[src/rtl/ddm_pkg.sv]
// Shared types and constants for the decimal digit multiplier.
package ddm_pkg;

  localparam int WORD_W     = 64;
  localparam int DIG_W      = 4;
  localparam int MAX_DIGITS = WORD_W / DIG_W;

  typedef logic [DIG_W-1:0] digit_t;

  // Per-cycle control broadcast to every cell of the chain.
  typedef struct packed {
    logic load;
    logic step;
  } cell_ctl_t;

endpackage

[src/rtl/ddm_cell.sv]
// One digit cell: holds a multiplicand digit, a partial sum digit and a carry digit.
module ddm_cell
  import ddm_pkg::*;
(
  input  logic      clk,
  input  cell_ctl_t ctl,
  input  digit_t    a_new,
  input  digit_t    b_dig,
  input  digit_t    s_up,
  output digit_t    sum_dig,
  output digit_t    carry_dig
);

  localparam logic [15:0] RECIP_10 = 16'd205;
  localparam int          RECIP_SH = 11;

  digit_t      a;
  digit_t      s;
  digit_t      c;
  logic [7:0]  pp;
  logic [7:0]  sum;
  logic [15:0] scaled;
  logic [7:0]  q10;
  logic [7:0]  rem8;

  // For decimal digits the sum stays below 100, so the carry out is at most 9.
  assign pp        = {4'b0, a} * {4'b0, b_dig};
  assign sum       = pp + {4'b0, s} + {4'b0, c};
  assign scaled    = {8'b0, sum} * RECIP_10;
  assign carry_dig = scaled[RECIP_SH+DIG_W-1:RECIP_SH];
  assign q10       = {4'b0, carry_dig} * 8'd10;
  assign rem8      = sum - q10;
  assign sum_dig   = rem8[DIG_W-1:0];

  always_ff @(posedge clk) begin
    if (ctl.load) begin
      a <= a_new;
      s <= '0;
      c <= '0;
    end else if (ctl.step) begin
      // The sum digit moves one place down; the carry stays at this weight.
      s <= s_up;
      c <= carry_dig;
    end
  end

endmodule
[config.mk]
export PLATFORM = sky130hd
export DESIGN_NAME = ddm_cell
export DESIGN_NICKNAME = d
export VERILOG_FILES = /design/src/rtl/ddm_pkg.sv /design/src/rtl/ddm_cell.sv
export SDC_FILE = /design/constraint.sdc
export NUM_CORES = 1
export LEC_CHECK = 0
export BUFFER_PORTS_ARGS = -buffer_cell sky130_fd_sc_hd__buf_2
export CAP_MARGIN = 10
export CORE_UTILIZATION = 48
export CTS_BUF_LIST = sky130_fd_sc_hd__clkbuf_4 sky130_fd_sc_hd__clkbuf_8
export CTS_CLUSTER_SIZE = 25
export DETAILED_ROUTE_END_ITERATION = 12
export PLACE_DENSITY = 0.67
export SYNTH_ARGS = -nofsm -noshare
export SYNTH_HDL_FRONTEND = slang
export SYNTH_SLANG_ARGS = --single-unit
[constraint.sdc]
create_clock -name clk -period 9.4 [get_ports clk]
set_input_delay 0.47 -clock clk [delete_from_list [all_inputs] [get_ports clk]]
set_output_delay 0.47 -clock clk [all_outputs]
set_load 0.005 [all_outputs]
* Yosys cells after proc, flatten, opt, wreduce, memory -nomap -nowiden
Index checks and enable logic that the tools add are counted.
** Storage, ports and cells
- Output and inout port bits :: 8
- Bits in registers :: 12
- Bits of input ports :: 15
** Operators by class
- Add/subtract/negate cells :: 3
- Multiply operators :: 3
** Operator list (count)
- 8-bit by 4-bit adder with 8-bit output :: 2
- 8-bit by 8-bit multiplier with 15-bit output, second input constant :: 1
- 4-bit by 4-bit multiplier with 8-bit output :: 1
- 4-bit by 3-bit multiplier with 3-bit output, second input constant :: 1
- 4-bit subtractor :: 1

* Longest topological paths before layout
Gate-level depths: netlist of the first run.
- Word-level depth :: 6
- Gate-level depth with buffers :: 32
- Gate-level depth less buffers :: 32

* Worst setup path after synthesis of the first run
No wires, ideal clock.
- Path type :: input -> output
- Start :: in b_dig[3]
- End :: out sum_dig[3]
- Stages :: 25
- Data required time :: 8930 ps
- Data arrival time :: 7002 ps
- Setup slack :: 1928 ps
- Cells stage by stage :: nand2_1 fa_1 fa_1 fa_1 fa_1 nand2b_1 a21oi_1 xor2_1 ha_1 inv_1 fa_1 inv_1 fa_1 inv_1 fa_1 inv_1 ha_1 o21a_1 and3b_1 o21a_1 or2_2 fa_1 xor2_1 xnor2_1 xnor2_1
** On the way
- Cells in the longest elaborated chain, start to end :: 6
** RTL lines
- start: declaration :: RTL line ddm_cell.sv:8 : input digit_t b_dig,
- 4-bit by 4-bit multiplier with 8-bit output (*) :: RTL line ddm_cell.sv:27 : assign pp = {4'b0, a} * {4'b0, b_dig};
- 8-bit by 4-bit adder with 8-bit output (*) (2 in series) :: RTL line ddm_cell.sv:28 : assign sum = pp + {4'b0, s} + {4'b0, c};
- 8-bit by 8-bit multiplier with 15-bit output :: RTL line ddm_cell.sv:29 : assign scaled = {8'b0, sum} * RECIP_10;
- 4-bit by 3-bit multiplier with 3-bit output :: RTL line ddm_cell.sv:31 : assign q10 = {4'b0, carry_dig} * 8'd10;
- 4-bit subtractor (*) :: RTL line ddm_cell.sv:32 : assign rem8 = sum - q10;
- end: declaration :: RTL line ddm_cell.sv:10 : output digit_t sum_dig,
Every way passes the cells marked *; elsewhere a longest branch is shown, timed or not.

* Worst setup path after layout of the first run
- Start :: reg a[0]
- End :: out sum_dig[3]
** On the way
- Cells in the longest elaborated chain, start to end :: 6
** RTL lines
- start: declaration :: RTL line ddm_cell.sv:17 : digit_t a;
- start signal: assignment :: RTL line ddm_cell.sv:37 : a <= a_new;
- 4-bit by 4-bit multiplier with 8-bit output (*) :: RTL line ddm_cell.sv:27
- 8-bit by 4-bit adder with 8-bit output (*) (2 in series) :: RTL line ddm_cell.sv:28
- 8-bit by 8-bit multiplier with 15-bit output :: RTL line ddm_cell.sv:29
- 4-bit by 3-bit multiplier with 3-bit output :: RTL line ddm_cell.sv:31
- 4-bit subtractor (*) :: RTL line ddm_cell.sv:32
Marked as above.

==> run_results.csv, run 1 <==
group,metric,value,unit
clock_tree,cts_tree,"built",
setup_path,crit_path_end_kind,"output pin",
drt,ant_nets,0,
floorplan,start_util,0.513,
place,gp_congestion,0.818,
floorplan,dieArea,0.00507,mm²
grt,antenna_found_initial,0,
clock_tree,cts_setup_buffers,0,
setup_path,crit_start,"a[0]",
setup_path,cpMostUsedCell,"fa_1",
synth,synth_edf_count,4,
cells_and_area,multi_input_area,0.00178,mm²
floorplan,core_area,0.00447,mm²
cells_and_area,n_antenna_cell,0,
synth,yosysTopAreaCell,"ha_1",
grt,grt_max_degree,13,
setup_path,critPathKind,"reg -> out",
sta,fin_crit,8.03,ns
grt,grt_remaining_overflow,0,
sta,fin_setup_tns,0,ns
grt,gr-usage-met2,0.278,
synth,ys_ff_latch,12,
sta,max_freq,124,MHz
drt,drt_iter0_markers,66,
setup_path,reg2reg_to,"c[3]",
clock_tree,cts_hold_buf,0,
setup_path,crit_slowest_cell,"fa_1",
clock_tree,cts_buffers,3,
setup_path,critical_path_depth,26,
synth,synth_nets,341,
sta,max_slew_margin,0.661,
clock_tree,cts_resized,0,
cells_and_area,layout-drive-gt1-share,0.113,
drt,vias,1683,
setup_path,cp.arrival,7.56,ns
outcome,outcome,"completed",
clock_tree,htreeDepth,1,
setup_path,critPathMaxStageDelay,0.54,ns
setup_path,crit_family,"adder cells",
clock_tree,clkSlewWorstSetupHoldPaths,0.05,ns
place,io_buffers,22,
setup_path,crit_buf_inv,5,
synth,ys_seq_area_frac,0.122,
drt,firstDrtPassIters,4,
synth,ys.flop_type,"dfxtp_1",
setup_path,crit_path_end,"sum_dig[3]",
setup_path,r2r_slack,2.61,ns
sta,hold_viol,0,
grt,grt_use_met3,0.0114,
setup_path,crit_path_start_kind,"register",
grt,first_global_vias,1627,
sta,rsz0062_at_grt,"no",
sta,skew,0.00463,ns
synth,postSynthCellCount,250,
synth,synth_top_area_frac,0.289,
drt,wl_per_cell,12.5,µm
clock_tree,cts_root_buffer,"clkbuf_8",
setup_path,rr_startpoint,"a[0]",
cells_and_area,layout_common_cells,"61 x inv_1, 53 x ha_1, 23 x fa_1, 22 x buf_2, 19 x nand2_1",
grt,grt_pass1_wl,7.18,mm
synth,synth_cell_types,41,
sta,drv_slew,0,
cells_and_area,area_delta_synth_final,9.53,%
cells_and_area,fill_cells,415,
setup_path,cp.required,8.93,ns
setup_path,path_max_fanout,4,
grt,grt_usage,0.177,
drt,drc_errors,0,
clock_tree,cts_sinks,12,
floorplan,num_rows,24,
synth,synthArstFlopShare,0,
clock_tree,clk_path_buf_depth,2,
sta,setup_violations,0,
grt,grt_busiest_layer,"met2",
synth,synth.area.top_cells,"ha_1 29%, fa_1 20%, inv_1 10%",
place,hpwl,3.71,mm
cells_and_area,final_common_cell,"inv_1",
job,maxCapViolations,0,
setup_path,rr_worst_depth,23,
sta,final.period_utilization,0.855,
cells_and_area,num-nets-final,366,
floorplan,chipWidth,71.2,µm
cells_and_area,final-seq-area,280,µm²
hold_path,hp-class,"in -> reg",
grt,grtUsageMet1,0.267,
synth,synth_area,0.00230,mm²
sta,tightest_slew,0.507,ns
drt,vias_per_cell,5.16,
floorplan,ios,23,
synth,avgSynthCellArea,9.19,µm²
clock_tree,clock_latency,0.24,ns
drt,wl,4.08,mm
floorplan,die_h,71.2,µm
synth,yosys_warnings,0,
==> through the flow <==
step | util | std cells | setup WS (ns) | area, µm² | hold slack (ns)
detailed placement | 0.550 | 322 | 1.43 | 2460 | 0.465
floorplan | - | 250 | 1.93 | 2300 | 0.445
global route | 0.562 | 326 | 0.898 | 2520 | 0.401
finish | 0.562 | 326 | 1.37 | 2520 | 0.410
CTS | 0.562 | 326 | 1.32 | 2520 | 0.403
global placement | 0.550 | 322 | 1.50 | 2460 | 0.466
==> synth_stat cells, drive strengths merged, types with 2 or more instances <==
cell	instances
a211o	2
a21o	3
nor3b	2
a21oi	8
o21a	4
dfxtp	8
ha	53
o21ai	5
xnor2	7
o311ai	2
edfxtp	4
nand2	19
buf	2
and2	7
nor2	9
inv	61
a211oi	3
mux2i	4
nand3	3
fa	23
xor2	6
==> worst reg2reg max path, stage by stage (launching register included) <==
cell	delay [ns]
edfxtp_1	0.39
nand2_1	0.09
fa_1	0.51
fa_1	0.51
fa_1	0.53
fa_1	0.46
nand2b_1	0.15
a21oi_1	0.21
xor2_1	0.11
ha_1	0.31
inv_1	0.06
fa_1	0.54
inv_1	0.05
fa_1	0.49
inv_1	0.05
fa_1	0.52
inv_1	0.05
ha_1	0.24
a21oi_1	0.16
o21ai_1	0.16
a2111o_1	0.44
a21o_1	0.18
a221o_1	0.34
o211a_1	0.11
==> state kept, by name, indices dropped and copies added, names as in the netlist <==
| register | count |
|---|---|
| s | 4 |
| c | 4 |
| a | 4 |
==> layer usage <==
metal,part of all wire,vias to the layer above
met5,0,-
met4,0.0020,0
met3,0.018,2
met2,0.45,19
met1,0.53,796
li1,-,866
==> kinds of logic after synthesis <==
logic type / Yosys count / synth area share
flip-flops: 12 / 0.122
buffers and inverters: 63 / 0.105
AO/OA/AOI/OAI: 35 / 0.114
XOR/XNOR: 13 / 0.0528
multiplexers: 4 / 0.0174
AND/OR/NAND/NOR: 47 / 0.100
adder cells (fa/ha/maj): 76 / 0.489
==> final cells by class <==
type / count / area share
inverter: 61 / 0.0910
timing repair buffer: 22 / 0.0438
tap: 52 / 0.0259
sequential: 12 / 0.111
multi-input combinational: 175 / 0.706
clock buffer: 4 / 0.0219
==> how the worst min path moves through the flow <==
stage | depth (start not counted) | to | start | slack [ns]
after floorplan | 2 | c[2] | c[2] | 0.45
after global placement | 2 | c[2] | c[2] | 0.47
after detailed placement | 2 | c[2] | c[2] | 0.47
after CTS | 1 | a[1] | a_new[1] | 0.40
after global routing | 1 | a[2] | a_new[2] | 0.40
final | 1 | a[1] | a_new[1] | 0.41
Power of run 1 is left out: the tool's default activity adds up to more than one toggle a clock period on the data nets, which glitch-free logic cannot reach.
==> run 2: changes to the inputs <==
--- a/config.mk
+++ b/config.mk
@@ -11,7 +11,7 @@
 export CTS_BUF_LIST = sky130_fd_sc_hd__clkbuf_4 sky130_fd_sc_hd__clkbuf_8
 export CTS_CLUSTER_SIZE = 25
 export DETAILED_ROUTE_END_ITERATION = 12
-export PLACE_DENSITY = 0.67
+export PLACE_DENSITY = 0.69
 export SYNTH_ARGS = -nofsm -noshare
 export SYNTH_HDL_FRONTEND = slang
 export SYNTH_SLANG_ARGS = --single-unit
==> run 2 against run 1 <==
Net effect: worst setup slack improved by 0.029 ns; wire length rose by 1.8%; maximum frequency rose by 0.36%; via count fell by 1.1%; flip-flop and latch count did not move; clock-buffer cell count did not move; clock skew rose by 0.00061 ns; hold slack barely moved; register-to-register slack got worse by 0.02 ns; critical endpoint unchanged; highest routed layer unchanged.
==> run_results.csv, run 2 (synthesis results as in run 1) <==
group,metric,value,unit
outcome,outcome,"completed",
sta,tightest_slew,0.603,ns
cells_and_area,multi_input_area,0.00178,mm²
place,gp_congestion,0.805,
clock_tree,cts_root_buffer,"clkbuf_8",
cells_and_area,stdcell_count,326,
cells_and_area,final-seq-area,280,µm²
sta,fin_setup_tns,0,ns
grt,grt_remaining_overflow,0,
sta,max_slew_margin,0.597,
place,hpwl,3.78,mm
setup_path,cp.required,8.93,ns
clock_tree,htreeDepth,1,
clock_tree,cts_hold_buf,0,
hold_path,min_delay_path_depth,1,
floorplan,dieArea,0.00507,mm²
grt,antenna_found_initial,0,
floorplan,core_area,0.00447,mm²
cells_and_area,final_common_cell,"inv_1",
setup_path,rr_startpoint,"a[2]",
clock_tree,clkSlewWorstSetupHoldPaths,0.05,ns
sta,drv_slew,0,
cells_and_area,num-nets-final,366,
hold_path,hp-class,"in -> reg",
sta,final.period_utilization,0.851,
clock_tree,cts_sinks,12,
cells_and_area,layout_common_cells,"61 x inv_1, 53 x ha_1, 23 x fa_1, 22 x buf_2, 19 x nand2_1",
floorplan,start_util,0.513,
drt,ant_nets,0,
grt,grt_max_degree,13,
clock_tree,clock_latency,0.23,ns
drt,wl_per_cell,12.7,µm
place,placed_area,0.00246,mm²
sta,hold_viol,0,
hold_path,min-delay-start,"a_new[1]",
grt,grt_pass1_wl,7.39,mm
setup_path,cp.arrival,7.53,ns
job,maxCapViolations,0,
setup_path,r2r_slack,2.59,ns
drt,wl,4.15,mm
cells_and_area,postLayoutCellArea,0.00251,mm²
clock_tree,cts_tree,"built",
grt,first_global_vias,1664,
sta,max_freq,125,MHz
place,dpl.cell_count,322,
cells_and_area,n_antenna_cell,0,
drt,vias,1664,
cells_and_area,layout-drive-gt1-share,0.113,
drt,vias_per_cell,5.10,
place,io_buffers,22,
clock_tree,cts_buffers,3,
setup_path,path_max_fanout,4,
floorplan,ios,23,
floorplan,die_h,71.2,µm
drt,firstDrtPassIters,4,
cells_and_area,area_delta_synth_final,9.26,%
floorplan,num_rows,24,
grt,grt_usage,0.182,
drt,drc_errors,0,
setup_path,reg2reg_to,"c[3]",
sta,rsz0062_at_grt,"no",
hold_path,whs_endpoint,"a[1]",
sta,skew,0.00524,ns
cells_and_area,top_regs,"a (4), c (4), s (4)",
sta,setup_violations,0,
setup_path,rr_worst_depth,23,
sta,fin_crit,8.00,ns
clock_tree,clk_path_buf_depth,2,
setup_path,crit_path_start_kind,"register",
floorplan,chipWidth,71.2,µm
clock_tree,cts_setup_buffers,0,
cells_and_area,fill_cells,407,
setup_path,crit_path_end_kind,"output pin",
clock_tree,cts_resized,0,
setup_path,critPathKind,"reg -> out",
drt,drt_iter0_markers,78,
run 2: cell count changes in the layout (fill, tap and decap cells not counted):
cell	delta
clkbuf_8	-1
clkbuf_4	+1
run 2: area by class of cell:
cell class                 instances  area share
timing repair buffer              22      0.0439
multi-input combinational        175       0.708
tap                               52      0.0259
inverter                          61      0.0912
sequential                        12       0.112
clock buffer                       4      0.0194
run 2: metal layers:
metal	wire length, µm	GRT usage	share of wire
met4	9	0.0200	0.0022
met5	0	0	0
met1	2130	0.276	0.51
met3	71	0.00427	0.017
met2	1940	0.301	0.47
run 2: how the worst max path moves through the flow:
stage / from / to / slack [ns] / depth (start not counted)
floorplan: b_dig[3] / sum_dig[3] / 1.93 / 25
global placement: b_dig[3] / sum_dig[3] / 1.54 / 27
detailed placement: b_dig[3] / sum_dig[3] / 1.44 / 27
CTS: a[0] / sum_dig[3] / 1.38 / 26
global route: a[2] / sum_dig[3] / 0.93 / 31
finish: a[2] / sum_dig[3] / 1.40 / 26
run 2: worst max-delay path, stage by stage, from the launching register on:
cell and delay [ns]:
edfxtp_1 0.43, nand2_1 0.12, fa_1 0.44, fa_1 0.51, fa_1 0.54, fa_1 0.46, nand2b_1 0.16, a21oi_1 0.24
xor2_1 0.11, ha_1 0.31, inv_1 0.06, fa_1 0.52, inv_1 0.05, fa_1 0.50, inv_1 0.06, fa_1 0.53
inv_1 0.04, ha_1 0.27, o21a_1 0.14, and3b_1 0.22, o21a_1 0.22, or2_2 0.33, fa_1 0.43, xor2_1 0.16
xnor2_1 0.17, xnor2_1 0.13, buf_2 0.12
run 2: metrics by stage:
stage	utilization	setup WS (ns)	hold slack, ns
6_report	0.561	1.40	0.411
5_1_grt	0.561	0.934	0.404
4_1_cts	0.561	1.38	0.408
3_5_place_dp	0.550	1.44	0.467
3_3_place_gp	0.550	1.54	0.460
2_1_floorplan	-	1.93	0.445
Power of run 2 is left out for the same reason.
==> run 3: changes to the inputs <==
--- a/config.mk
+++ b/config.mk
@@ -7,8 +7,8 @@
 export LEC_CHECK = 0
 export BUFFER_PORTS_ARGS = -buffer_cell sky130_fd_sc_hd__buf_2
 export CAP_MARGIN = 10
+export CORE_ASPECT_RATIO = 1.5
 export CORE_UTILIZATION = 48
-export CTS_BUF_LIST = sky130_fd_sc_hd__clkbuf_4 sky130_fd_sc_hd__clkbuf_8
 export CTS_CLUSTER_SIZE = 25
 export DETAILED_ROUTE_END_ITERATION = 12
 export PLACE_DENSITY = 0.69
==> run 3 against run 2 <==
Net effect: sequential share of layout area hardly changed; die area is 0.11% higher; wire length is 5.9% higher; final cell count is 3.7% higher; maximum frequency is 0.94% lower; first-iteration DRC count is 87% lower; critical path depth stayed put; core utilization is 0.59 points lower; clock-buffer cell count is 1 lower; non-clock buffer count stayed put.
==> run_results.csv, run 3 (synthesis results as in run 1) <==
group,metric,value,unit
setup_path,rr_worst_depth,23,
drt,drc_errors,0,
floorplan,core_area,0.00454,mm²
drt,wl_per_cell,13.0,µm
grt,grt_usage,0.202,
clock_tree,clkSlewWorstSetupHoldPaths,0.05,ns
hold_path,hp-class,"in -> reg",
setup_path,cp.required,8.93,ns
setup_path,cpMostUsedCell,"fa_1",
setup_path,critPathKind,"reg -> out",
floorplan,dieArea,0.00507,mm²
grt,grt_use_met3,0.0149,
cells_and_area,layout_common_cells,"61 x inv_1, 53 x ha_1, 23 x fa_1, 22 x buf_2, 19 x nand2_1",
drt,vias,1752,
drt,ant_nets,0,
place,hpwl,4.01,mm
sta,hold_viol,0,
place,io_buffers,22,
sta,rsz0062_at_grt,"no",
drt,vias_per_cell,5.18,
floorplan,start_util,0.506,
cells_and_area,n_antenna_cell,0,
clock_tree,cts_resized,0,
sta,drv_slew,0,
setup_path,crit_family,"adder cells",
setup_path,crit_path_end_kind,"output pin",
grt,first_global_vias,1862,
setup_path,cp.arrival,7.61,ns
sta,setup_violations,0,
sta,max_slew_margin,0.665,
place,gp_congestion,0.870,
setup_path,crit_path_start_kind,"register",
cells_and_area,top_regs,"a (4), c (4), s (4)",
grt,grtUsageMet1,0.203,
clock_tree,cts_buffers,3,
drt,drt_iter0_markers,10,
hold_path,min_delay_path_depth,1,
setup_path,path_max_fanout,4,
cells_and_area,layout-drive-gt1-share,0.109,
job,maxCapViolations,0,
sta,max_freq,124,MHz
drt,wl,4.40,mm
cells_and_area,final_common_cell,"inv_1",
grt,grt_remaining_overflow,0,
drt,firstDrtPassIters,5,
clock_tree,cts_sinks,12,
sta,final.period_utilization,0.860,
grt,grt_busiest_layer,"met2",
sta,fin_crit,8.08,ns
clock_tree,cts_setup_buffers,0,
sta,fin_setup_tns,0,ns
setup_path,crit_slowest_cell,"fa_1",
setup_path,critical_path_depth,26,
grt,antenna_found_initial,0,
cells_and_area,num-nets-final,366,
sta,skew,0.00105,ns
floorplan,chipWidth,58.5,µm
clock_tree,cts_hold_buf,0,
outcome,outcome,"completed",
cells_and_area,area_delta_synth_final,9.75,%
clock_tree,htreeDepth,1,
setup_path,critPathMaxStageDelay,0.55,ns
clock_tree,cts_tree,"built",
floorplan,num_rows,30,
clock_tree,clock_latency,0.24,ns
floorplan,ios,23,
clock_tree,cts_root_buffer,"clkbuf_8",
sta,tightest_slew,0.500,ns
grt,grt_pass1_wl,7.82,mm
setup_path,crit_buf_inv,5,
floorplan,die_h,86.7,µm
clock_tree,clk_path_buf_depth,2,
grt,grt_max_degree,13,
grt,gr-usage-met2,0.393,
## run 3: area by class of cell
class | instances | area (µm²)
flip-flops and latches | 12 | 280
repair buffers | 22 | 110
clock inverters | 1 | 3.75
multi-input cells | 175 | 1780
clock buffers | 3 | 41.3
fillers | 443 | 2020
inverters | 61 | 229
well taps | 64 | 80.1
## run 3: worst reg2reg max path, stage by stage (launching register included)
cell,delay [ns]
edfxtp_1,0.40
nand2_1,0.10
fa_1,0.51
fa_1,0.54
fa_1,0.55
fa_1,0.46
nand2b_1,0.16
a21oi_1,0.23
xor2_1,0.13
ha_1,0.32
inv_1,0.06
fa_1,0.53
inv_1,0.06
fa_1,0.49
inv_1,0.05
fa_1,0.53
inv_1,0.04
ha_1,0.22
a21oi_1,0.15
o21ai_1,0.16
a2111o_1,0.44
a21o_1,0.18
a221o_1,0.35
o211a_1,0.11
## run 3: stage by stage
stage | utilization | hold slack (ns) | std cells | area [µm²] | setup WS, ns
after floorplan | - | 0.445 | 250 | 2300 | 1.93
after CTS | 0.555 | 0.396 | 338 | 2520 | 1.29
after global routing | 0.555 | 0.393 | 338 | 2520 | 0.920
final | 0.555 | 0.400 | 338 | 2520 | 1.32
after detailed placement | 0.545 | 0.479 | 334 | 2480 | 1.41
after global placement | 0.545 | 0.465 | 334 | 2480 | 1.55
## run 3: final timing paths
path	start	to	slack, ns
worst max-delay path	a[0]	sum_dig[3]	1.32
worst min-delay path	a_new[3]	a[3]	0.40
worst max register to register	a[0]	c[3]	2.53
worst min register to register	c[1]	c[1]	0.50
## run 3: per-layer routing
layer	wire, µm	share of wire
met2	2440	0.55
met3	89	0.020
met1	1610	0.37
met5	0	0
met4	255	0.058
Power of run 3 is left out for the same reason.
